<file path="src/hdl/mfe_pkg.sv">
package mfe_pkg;

    // sizing of the block
    localparam int MAX_BANDS   = 32;
    localparam int MAX_BINS    = 1024;
    localparam int MAG_BITS    = 16;
    localparam int WEIGHT_FRAC = 15;

    // field widths
    localparam int OPCODE_W    = 1;
    localparam int EDGE_IDX_W  = 6;
    localparam int HZ_W        = 23;
    localparam int BAND_IDX_W  = 5;
    localparam int ENERGY_W    = 26;
    localparam int BAND_CNT_W  = 6;

    // derived widths
    localparam int EDGE_DEPTH  = MAX_BANDS + 2;
    localparam int EDGE_AW     = $clog2(EDGE_DEPTH);
    localparam int BAND_W      = $clog2(MAX_BANDS);
    localparam int BIN_W       = $clog2(MAX_BINS);
    localparam int FREQ_W      = BIN_W + HZ_W;
    localparam int WGT_W       = WEIGHT_FRAC + 1;
    localparam int PROD_W      = MAG_BITS + WGT_W;
    localparam int SUM_W       = 42;
    localparam int SH_W        = SUM_W - WEIGHT_FRAC;
    localparam int DIV_CNT_W   = $clog2(WEIGHT_FRAC);

    // opcodes
    localparam logic [OPCODE_W-1:0] OP_EDGE = 1'b0;
    localparam logic [OPCODE_W-1:0] OP_BIN  = 1'b1;

    // configuration register indexes
    localparam int CFG_IDX_W = 1;
    localparam logic [CFG_IDX_W-1:0] REG_BAND_COUNT  = 1'b0;
    localparam logic [CFG_IDX_W-1:0] REG_BIN_SPACING = 1'b1;

    localparam logic [BAND_CNT_W-1:0] BAND_CNT_RST = BAND_CNT_W'(24);
    localparam logic [HZ_W-1:0]       SPACING_RST  = HZ_W'(12024);

    typedef struct packed {
        logic [OPCODE_W-1:0]   opcode;
        logic [EDGE_IDX_W-1:0] edge_index;
        logic [HZ_W-1:0]       edge_hz;
        logic [MAG_BITS-1:0]   magnitude;
        logic                  last_bin;
    } t_in;

    typedef struct packed {
        logic [BAND_IDX_W-1:0] band_index;
        logic [ENERGY_W-1:0]   band_energy;
        logic                  last_band;
    } t_out;

    typedef struct packed {
        logic            start;
        logic [HZ_W-1:0] num;
        logic [HZ_W-1:0] den;
    } t_div_req;

    typedef struct packed {
        logic              add;
        logic              clear;
        logic [BAND_W-1:0] idx;
    } t_acc_ctrl;

endpackage

</file>
<file path="src/hdl/mel_filterbank_energy.sv">
// Mel triangular filterbank energy accumulator.
//
// Input channel (i_in_valid / o_in_ready / i_in_data): an edge-write
// transaction stores one band edge frequency in the edge table. A bin
// transaction carries the magnitude of the next FFT bin; the block walks
// the active bands one at a time through a shared radix-2 restoring
// divider, a 16x16 multiplier and a saturating adder. States S_LD0 and
// S_LD1 prime the edge reads; then a band whose weight is zero passes
// through load, evaluate and advance, and a band on a slope also through
// the divider and accumulate. o_in_ready is low for the whole walk.
// Output channel (o_out_valid / i_out_ready / o_out_data): after a bin
// marked last_bin, one result transaction per active band follows in band
// order; last_band flags the final one. The result register holds while
// the receiver stalls, and the block waits. Once the final band is taken
// the sums and the bin counter are cleared. Reset (synchronous, active
// low) clears the sums and the bin counter and loads the configuration
// registers with their defaults; the edge table must be written before use.
// Configuration writes (i_cfg_we) are taken at once; the user must make
// them only while idle, as the block itself does not enforce it.
module mel_filterbank_energy (
    input  logic                              i_clk,
    input  logic                              i_rst_n,
    input  logic                              i_in_valid,
    output logic                              o_in_ready,
    input  mfe_pkg::t_in                      i_in_data,
    output logic                              o_out_valid,
    input  logic                              i_out_ready,
    output mfe_pkg::t_out                     o_out_data,
    input  logic                              i_cfg_we,
    input  logic [mfe_pkg::CFG_IDX_W-1:0]     i_cfg_index,
    input  logic [mfe_pkg::HZ_W-1:0]          i_cfg_data
);
    import mfe_pkg::*;

    typedef enum logic [3:0] {
        S_IDLE,
        S_LD0,
        S_LD1,
        S_LDU,
        S_EVAL,
        S_DIV,
        S_ACC,
        S_NEXT,
        S_EMIT,
        S_WAIT
    } t_state;

    localparam logic [BIN_W-1:0] BIN_MAX = BIN_W'(MAX_BINS - 1);

    // sequencer and datapath registers
    t_state                r_state, n_state;
    logic [BAND_W-1:0]     r_band, n_band;
    logic [BAND_W-1:0]     r_n_last, n_n_last;
    logic [BIN_W-1:0]      r_bin, n_bin;
    logic [FREQ_W-1:0]     r_freq, n_freq;
    logic [MAG_BITS-1:0]   r_mag, n_mag;
    logic                  r_last_bin, n_last_bin;
    logic [HZ_W-1:0]       r_lo, n_lo;
    logic [HZ_W-1:0]       r_ce, n_ce;
    logic [HZ_W-1:0]       r_up, n_up;
    logic [PROD_W-1:0]     r_prod, n_prod;
    logic                  r_out_valid, n_out_valid;
    t_out                  r_out_data, n_out_data;
    logic [BAND_CNT_W-1:0] r_band_cnt, n_band_cnt;
    logic [HZ_W-1:0]       r_spacing, n_spacing;

    // edge table: one write and one registered read port
    logic [HZ_W-1:0]       r_edge_mem [EDGE_DEPTH];
    logic [HZ_W-1:0]       r_edge_q;
    logic [EDGE_AW-1:0]    rd_addr;
    logic                  edge_we;

    logic                  in_acc;
    logic [BAND_CNT_W-1:0] act_cnt;
    logic [FREQ_W-1:0]     f_lo, f_ce, f_up;
    logic                  on_left, on_right;

    t_div_req              div_req;
    logic [WGT_W-1:0]      div_quo;
    logic                  div_done;
    t_acc_ctrl             acc_ctrl;
    logic [ENERGY_W-1:0]   acc_energy;

    assign in_acc  = i_in_valid && o_in_ready;
    assign edge_we = in_acc && i_in_data.opcode == OP_EDGE
                     && i_in_data.edge_index < EDGE_IDX_W'(EDGE_DEPTH);

    always_ff @(posedge i_clk) begin
        if (edge_we) begin
            r_edge_mem[i_in_data.edge_index[EDGE_AW-1:0]] <= i_in_data.edge_hz;
        end
        r_edge_q <= r_edge_mem[rd_addr];
    end

    // read address: edges 0 and 1 prime the walk, then each band fetches its upper edge
    always_comb begin
        unique case (r_state)
            S_LD0:   rd_addr = EDGE_AW'(1);
            S_LD1:   rd_addr = EDGE_AW'(2);
            S_NEXT:  rd_addr = EDGE_AW'(r_band) + EDGE_AW'(3);
            default: rd_addr = '0;
        endcase
    end

    // zero count acts as one, oversize count as the maximum
    always_comb begin
        if (r_band_cnt == '0) begin
            act_cnt = BAND_CNT_W'(1);
        end else if (r_band_cnt > BAND_CNT_W'(MAX_BANDS)) begin
            act_cnt = BAND_CNT_W'(MAX_BANDS);
        end else begin
            act_cnt = r_band_cnt;
        end
    end

    // slope selection for the current band
    always_comb begin
        f_lo     = FREQ_W'(r_lo);
        f_ce     = FREQ_W'(r_ce);
        f_up     = FREQ_W'(r_up);
        on_left  = r_freq >= f_lo && r_freq <= f_ce && r_ce != r_lo;
        on_right = r_freq > f_ce && r_freq <= f_up && r_up != r_ce;
        div_req.start = r_state == S_EVAL && (on_left || on_right);
        if (on_left) begin
            div_req.num = HZ_W'(r_freq - f_lo);
            div_req.den = r_ce - r_lo;
        end else begin
            div_req.num = HZ_W'(f_up - r_freq);
            div_req.den = r_up - r_ce;
        end
    end

    always_comb begin
        acc_ctrl.add   = r_state == S_ACC;
        acc_ctrl.clear = r_state == S_WAIT && i_out_ready && r_out_data.last_band;
        acc_ctrl.idx   = r_band;
    end

    mfe_div u_div (
        .i_clk   (i_clk),
        .i_rst_n (i_rst_n),
        .i_req   (div_req),
        .o_quo   (div_quo),
        .o_done  (div_done)
    );

    mfe_acc u_acc (
        .i_clk    (i_clk),
        .i_rst_n  (i_rst_n),
        .i_ctrl   (acc_ctrl),
        .i_addend (r_prod),
        .o_energy (acc_energy)
    );

    always_comb begin
        n_state     = r_state;
        n_band      = r_band;
        n_n_last    = r_n_last;
        n_bin       = r_bin;
        n_freq      = r_freq;
        n_mag       = r_mag;
        n_last_bin  = r_last_bin;
        n_lo        = r_lo;
        n_ce        = r_ce;
        n_up        = r_up;
        n_prod      = r_prod;
        n_out_valid = r_out_valid;
        n_out_data  = r_out_data;
        n_band_cnt  = r_band_cnt;
        n_spacing   = r_spacing;

        unique case (r_state)
            S_IDLE: begin
                if (in_acc && i_in_data.opcode == OP_BIN) begin
                    n_freq     = FREQ_W'(r_bin) * FREQ_W'(r_spacing);
                    n_mag      = i_in_data.magnitude;
                    n_last_bin = i_in_data.last_bin;
                    n_n_last   = BAND_W'(act_cnt - 1'b1);
                    n_band     = '0;
                    n_state    = S_LD0;
                end
            end
            S_LD0: begin
                n_lo    = r_edge_q;
                n_state = S_LD1;
            end
            S_LD1: begin
                n_ce    = r_edge_q;
                n_state = S_LDU;
            end
            S_LDU: begin
                n_up    = r_edge_q;
                n_state = S_EVAL;
            end
            S_EVAL: begin
                // zero weight leaves the sum as it is
                n_state = (on_left || on_right) ? S_DIV : S_NEXT;
            end
            S_DIV: begin
                if (div_done) begin
                    n_prod  = PROD_W'(r_mag) * PROD_W'(div_quo);
                    n_state = S_ACC;
                end
            end
            S_ACC: begin
                n_state = S_NEXT;
            end
            S_NEXT: begin
                if (r_band == r_n_last) begin
                    if (r_bin != BIN_MAX) begin
                        n_bin = r_bin + 1'b1;
                    end
                    n_band  = '0;
                    n_state = r_last_bin ? S_EMIT : S_IDLE;
                end else begin
                    // slide the edge window up by one band
                    n_band  = r_band + 1'b1;
                    n_lo    = r_ce;
                    n_ce    = r_up;
                    n_state = S_LDU;
                end
            end
            S_EMIT: begin
                n_out_valid            = 1'b1;
                n_out_data.band_index  = BAND_IDX_W'(r_band);
                n_out_data.band_energy = acc_energy;
                n_out_data.last_band   = r_band == r_n_last;
                n_state                = S_WAIT;
            end
            S_WAIT: begin
                if (i_out_ready) begin
                    n_out_valid = 1'b0;
                    if (r_out_data.last_band) begin
                        n_bin   = '0;
                        n_state = S_IDLE;
                    end else begin
                        n_band  = r_band + 1'b1;
                        n_state = S_EMIT;
                    end
                end
            end
            default: begin
                n_state = S_IDLE;
            end
        endcase

        if (i_cfg_we) begin
            unique case (i_cfg_index)
                REG_BAND_COUNT:  n_band_cnt = i_cfg_data[BAND_CNT_W-1:0];
                REG_BIN_SPACING: n_spacing  = i_cfg_data;
                default:         n_spacing  = r_spacing;
            endcase
        end
    end

    always_ff @(posedge i_clk) begin
        if (!i_rst_n) begin
            r_state     <= S_IDLE;
            r_bin       <= '0;
            r_out_valid <= 1'b0;
            r_band_cnt  <= BAND_CNT_RST;
            r_spacing   <= SPACING_RST;
        end else begin
            r_state     <= n_state;
            r_bin       <= n_bin;
            r_out_valid <= n_out_valid;
            r_band_cnt  <= n_band_cnt;
            r_spacing   <= n_spacing;
        end
        r_band     <= n_band;
        r_n_last   <= n_n_last;
        r_freq     <= n_freq;
        r_mag      <= n_mag;
        r_last_bin <= n_last_bin;
        r_lo       <= n_lo;
        r_ce       <= n_ce;
        r_up       <= n_up;
        r_prod     <= n_prod;
        r_out_data <= n_out_data;
    end

    assign o_in_ready  = r_state == S_IDLE;
    assign o_out_valid = r_out_valid;
    assign o_out_data  = r_out_data;

endmodule

</file>
<file path="src/hdl/mfe_div.sv">
module mfe_div (
    input  logic                           i_clk,
    input  logic                           i_rst_n,
    input  mfe_pkg::t_div_req              i_req,
    output logic [mfe_pkg::WGT_W-1:0]      o_quo,
    output logic                           o_done
);
    import mfe_pkg::*;

    // restoring division of num * 2^WEIGHT_FRAC by den, num <= den
    logic [HZ_W-1:0]      r_rem;
    logic [HZ_W-1:0]      r_den;
    logic [WGT_W-1:0]     r_quo;
    logic [DIV_CNT_W-1:0] r_cnt;
    logic                 r_busy;
    logic                 r_done;

    logic                 first_ge;
    logic [HZ_W:0]        rem_sh;
    logic [HZ_W:0]        rem_sub;
    logic                 step_ge;

    always_comb begin
        first_ge = i_req.num >= i_req.den;
        rem_sh   = {r_rem, 1'b0};
        rem_sub  = rem_sh - {1'b0, r_den};
        step_ge  = rem_sh >= {1'b0, r_den};
    end

    always_ff @(posedge i_clk) begin
        if (!i_rst_n) begin
            r_busy <= 1'b0;
            r_done <= 1'b0;
        end else begin
            r_done <= 1'b0;
            if (i_req.start) begin
                r_busy <= 1'b1;
            end else if (r_busy && r_cnt == DIV_CNT_W'(WEIGHT_FRAC - 1)) begin
                r_busy <= 1'b0;
                r_done <= 1'b1;
            end
        end
    end

    always_ff @(posedge i_clk) begin
        if (i_req.start) begin
            r_rem <= first_ge ? (i_req.num - i_req.den) : i_req.num;
            r_den <= i_req.den;
            r_quo <= WGT_W'(first_ge);
            r_cnt <= '0;
        end else if (r_busy) begin
            r_rem <= step_ge ? rem_sub[HZ_W-1:0] : rem_sh[HZ_W-1:0];
            r_quo <= {r_quo[WGT_W-2:0], step_ge};
            r_cnt <= r_cnt + 1'b1;
        end
    end

    assign o_quo  = r_quo;
    assign o_done = r_done;

endmodule

</file>
<file path="src/hdl/mfe_acc.sv">
module mfe_acc (
    input  logic                            i_clk,
    input  logic                            i_rst_n,
    input  mfe_pkg::t_acc_ctrl              i_ctrl,
    input  logic [mfe_pkg::PROD_W-1:0]      i_addend,
    output logic [mfe_pkg::ENERGY_W-1:0]    o_energy
);
    import mfe_pkg::*;

    // per-band sums; an entry without its valid bit reads as zero
    logic [SUM_W-1:0]     r_sum [MAX_BANDS];
    logic [MAX_BANDS-1:0] r_valid;

    logic [SUM_W-1:0]     cur;
    logic [SUM_W:0]       tot;
    logic [SUM_W-1:0]     sat_sum;
    logic [SH_W-1:0]      sum_sh;

    always_comb begin
        cur     = r_valid[i_ctrl.idx] ? r_sum[i_ctrl.idx] : '0;
        tot     = {1'b0, cur} + (SUM_W + 1)'(i_addend);
        sat_sum = tot[SUM_W] ? '1 : tot[SUM_W-1:0];
        sum_sh  = cur[SUM_W-1:WEIGHT_FRAC];
        if ((sum_sh >> ENERGY_W) != '0) begin
            o_energy = '1;
        end else begin
            o_energy = sum_sh[ENERGY_W-1:0];
        end
    end

    always_ff @(posedge i_clk) begin
        if (i_ctrl.add) begin
            r_sum[i_ctrl.idx] <= sat_sum;
        end
    end

    always_ff @(posedge i_clk) begin
        if (!i_rst_n || i_ctrl.clear) begin
            r_valid <= '0;
        end else if (i_ctrl.add) begin
            r_valid[i_ctrl.idx] <= 1'b1;
        end
    end

endmodule

</file>
<file path="config.mk">
export PLATFORM = sky130hd
export DESIGN_NAME = mel_filterbank_energy
export DESIGN_NICKNAME = d
export VERILOG_FILES = /design/src/hdl/mfe_pkg.sv /design/src/hdl/mel_filterbank_energy.sv /design/src/hdl/mfe_div.sv /design/src/hdl/mfe_acc.sv
export SDC_FILE = /design/constraint.sdc
export NUM_CORES = 2
export LEC_CHECK = 0
export BUFFER_PORTS_ARGS = -buffer_cell sky130_fd_sc_hd__buf_2
export CAP_MARGIN = 25
export CORE_MARGIN = 2
export CORE_UTILIZATION = 25
export CTS_CLUSTER_DIAMETER = 50
export DETAILED_ROUTE_END_ITERATION = 12
export HOLD_SLACK_MARGIN = 0.08
export MAX_ROUTING_LAYER = met4
export SLEW_MARGIN = 30
export SYNTH_ARGS = -nofsm -noshare
export SYNTH_HDL_FRONTEND = slang
export SYNTH_HIERARCHICAL = 1
export SYNTH_SLANG_ARGS = --single-unit
</file>
<file path="constraint.sdc">
create_clock -name i_clk -period 8.7 [get_ports i_clk]
set_input_delay 2.61 -clock i_clk [delete_from_list [all_inputs] [get_ports i_clk]]
set_output_delay 2.61 -clock i_clk [all_outputs]
set_load 0.01 [all_outputs]
</file>
==> metrics.yaml <==
sta:
  clock.fmax_mhz: 136
  maxSlewHeadroom: 0.283
  final.min_clock_period_ns: 7.36
  hold_violations: 0
  setup_viol: 0
  fin_crit_sh: 0.846
  drv_slew: 0
  fin_ws_ns: 1.34
  clock_skew_ns: 0.0819
  rsz0062_at_grt: "no"
  tightest_slew_ns: 1.07
  tns_ns: 0
placed_design:
  gp_congestion: 0.892
  hpwl_um: 198000
  pre_cts_slack_ns: 1.54
  dpl_cell_area_um2: 129000
  numPortBuffers: 109
synthesis:
  syn_inst: 7924
  synth_warnings: 6
  synth_ff_type: "edfxtp_1"
  synthAdderAreaFrac: 0.102
  synth-seq-cells: 2486
  synth-simple-area-share: 0.0629
  ys_async_sr_fraction: 0
  synth_area_um2: 120000
  synth-compound-area-share: 0.0658
  synth_top_family_by_area: "multiplexers"
  ys_types: 91
  avgSynthCellArea_um2: 15.1
  synth_nets: 8758
  synth_xor_area_frac: 0.0161
  muxShareOfSynthArea: 0.109
  yosysSeqAreaShare: 0.612
  synth_edf_count: 2366
clocking:
  ctsResizeCount: 0
  cts_tree: "yes"
  root_buffer: "clkbuf_16"
  cts_sinks: 2486
  h-tree-depth: 5
  cts_hold_buf: 0
  cts_setup_buffers: 0
  max-clock-path-buffers: 4
  numCtsBuffers: 275
  cts.clk_slew.worst_paths_ns: 0.06
  insertion_delay_ns: 0.96
pwr:
  p_leak_uw: 0.0479
  p_per_area_nw_per_um2: 194
  ir_worst_vdd_mv: 0.198
final_layout:
  postLayoutCellArea_um2: 138000
  final_util: 0.288
  layout.nets: 8942
  drive_above_1_share: 0.155
  syn2layout_area_growth_pct: 14.9
critical_path:
  setup.worst_path.end_class: "flip-flop"
  path_cells: "buf_12 > or4b_4 > o22ai_1 > nor4_1 > and2_2 > a31oi_1 > ha_1 > fa_1 > a21o_1 > a221oi_2 > o211ai_1 > a2111o_1 > nand3_1 > and3_1 > or4_4 > buf_4 > nand2_2"
  critPathKind: "flip-flop to flip-flop"
  cpMaxStageDelayCell: "a221oi_2"
  arrival_ns: 7.86
  r2r_setup_slack_ns: 1.34
  path_max_fanout: 98
  start_kind: "flip-flop"
  max_stage_delay_ns: 0.67
  cp_data_required_time_ns: 9.20
floorplan:
  initial_core_util: 0.251
  num_rows: 254
  dieArea_um2: 485000
  die_w_um: 697
  pin_count: 110
  die_y_um: 697
  core_area_um2: 478000
detailed_routing:
  wl_um: 323000
  drt_iter0_markers: 7456
  wl_per_cell_um: 21.9
  firstDrtPassIters: 8
  ant_nets: 0
  drc: 0
  drt-vias-per-instance: 4.71
  num_vias: 69300
grt:
  grt_overflow: 0
  grt_pass1_vias: 68200
  grt_usage: 0.133
  antenna_found_initial: 11
  grt_max_degree: 125
  grt_pass1_wl_um: 471000
flow_run:
  drv_cap: 0
status:
  status: "finished clean"
worst_hold_path:
  min_path_type: "flip-flop to flip-flop"
==> Yosys cell counts (all sizes together) (8+ instances only) <==
cell type | count | share of area
edfxtp | 2366 | 0.59
inv | 584 | 0.018
nand2 | 572 | 0.019
mux4 | 440 | 0.083
ha | 391 | 0.041
fa | 367 | 0.061
nor2 | 312 | 0.0098
mux2i | 305 | 0.025
a21oi | 260 | 0.011
and2 | 246 | 0.013
clkbuf | 241 | 0.0076
o21ai | 217 | 0.0091
xnor2 | 137 | 0.010
buf | 132 | 0.0061
a22oi | 125 | 0.0078
a21o | 120 | 0.0075
dfxtp | 120 | 0.020
o22ai | 93 | 0.0048
xor2 | 83 | 0.0061
nor2b | 82 | 0.0043
a211oi | 76 | 0.0048
nand3 | 75 | 0.0031
nor3 | 47 | 0.0020
o21a | 44 | 0.0028
a31oi | 38 | 0.0020
nand4 | 38 | 0.0021
nand2b | 36 | 0.0019
nor4 | 35 | 0.0018
and3 | 30 | 0.0016
o211ai | 27 | 0.0017
o21bai | 27 | 0.0017
a21boi | 26 | 0.0016
a41oi | 23 | 0.0017
a221oi | 18 | 0.0014
or3 | 17 | 0.00089
a22o | 15 | 0.0011
o31ai | 12 | 0.00075
nand3b | 11 | 0.00069
a2111oi | 10 | 0.00079
a211o | 10 | 0.00073
mux2 | 10 | 0.0011
o31a | 8 | 0.00058
or4 | 8 | 0.00059
==> path summary, 6_finish.rpt <==
path,from,depth (start not counted),to
worst max-delay path,r_band[1],17,u_acc/r_sum[24][23]
worst min-delay path,r_edge_q[13],0,r_up[13]
worst max register to register,r_band[1],17,u_acc/r_sum[24][23]
worst min register to register,r_edge_q[13],0,r_up[13]
==> final cells by class <==
class | count | area [µm²]
Antenna cell | 2 | 5.00
Clock buffer | 342 | 7320
Clock inverter | 144 | 1470
Fill cell | 47700 | 340000
Inverter | 584 | 2190
Multi-Input combinational cell | 4481 | 43200
Sequential cell | 2486 | 73500
Tap cell | 6400 | 8010
Timing Repair Buffer | 280 | 2230
==> cells by family (layout without fill, tap and decap cells) <==
kind of cell    after synthesis  in the layout
other cells                   0              2
simple gates               1548           1548
flops                      2486           2486
xor+xnor                    220            220
buf+inv                     957           1350
mux                         755            755
compound gates             1200           1200
fa+ha+maj                   758            758
==> sequential cells by signal, indices dropped and copies added (netlist names), 5 cells and up <==
name           count
u_div/o_quo       16
o_out_data        32
r_up              23
u_acc/r_sum     1344
r_bin             10
u_div/r_den       23
r_freq            33
r_band             5
u_acc/r_valid     32
r_lo              23
u_div/r_rem       23
r_n_last           5
r_prod            32
r_ce              23
r_band_cnt         6
r_mag             16
r_edge_q          23
r_edge_mem       782
r_spacing         23
==> metrics by stage <==
stage	instances	hold WS [ns]	total power, µW
6_report	14700	0.431	26700
5_1_grt	14700	0.444	27500
4_1_cts	14700	0.431	26900
3_5_place_dp	14200	0.421	15500
3_3_place_gp	14200	0.413	15500
2_1_floorplan	7924	0.408	14900
==> metal layers <==
metal	GRT usage	vias up	routed length, µm
met1	0.180	35800	139000
met3	0.0215	500	24700
li1	-	30200	-
met5	-	-	0
met4	0.0314	0	7660
met2	0.209	2722	151000
==> where the power goes <==
group	switching (µW)	total (µW)	leakage (µW)	internal (µW)
combinational	1240	2130	0.0218	890
sequential	102	13200	0.0218	13000
clock	4910	11400	0.00426	6510
total	6250	26700	0.0479	20400
==> placed cells by master, fill, tap and decap left out, types with 79 or more instances in the layout <==
cell	synthesis	layout
mux4_2	440	440
fa_1	367	367
nand2_1	540	539
xnor2_1	137	137
xor2_1	83	83
dfxtp_1	120	120
buf_4	7	139
a21oi_1	260	259
inv_1	583	582
nor2_1	312	244
mux2i_1	305	303
ha_1	391	391
clkbuf_16	0	283
nor2b_1	82	79
edfxtp_1	2366	2366
o22ai_1	93	93
and2_1	246	242
o21ai_0	203	196
buf_2	100	108
a21o_1	120	120
a22oi_1	125	125
==> critical path: cells and delay by family, from the launching register on <==
family	cells	cell delay [ns]
AOI/OAI and AO/OA	6	1.86
adders and majority gates	2	0.71
buffers and inverters	2	0.86
DFF	1	0.59
and+or+nand+nor	7	2.82
Note: power is estimated with default switching activity, not from simulation.
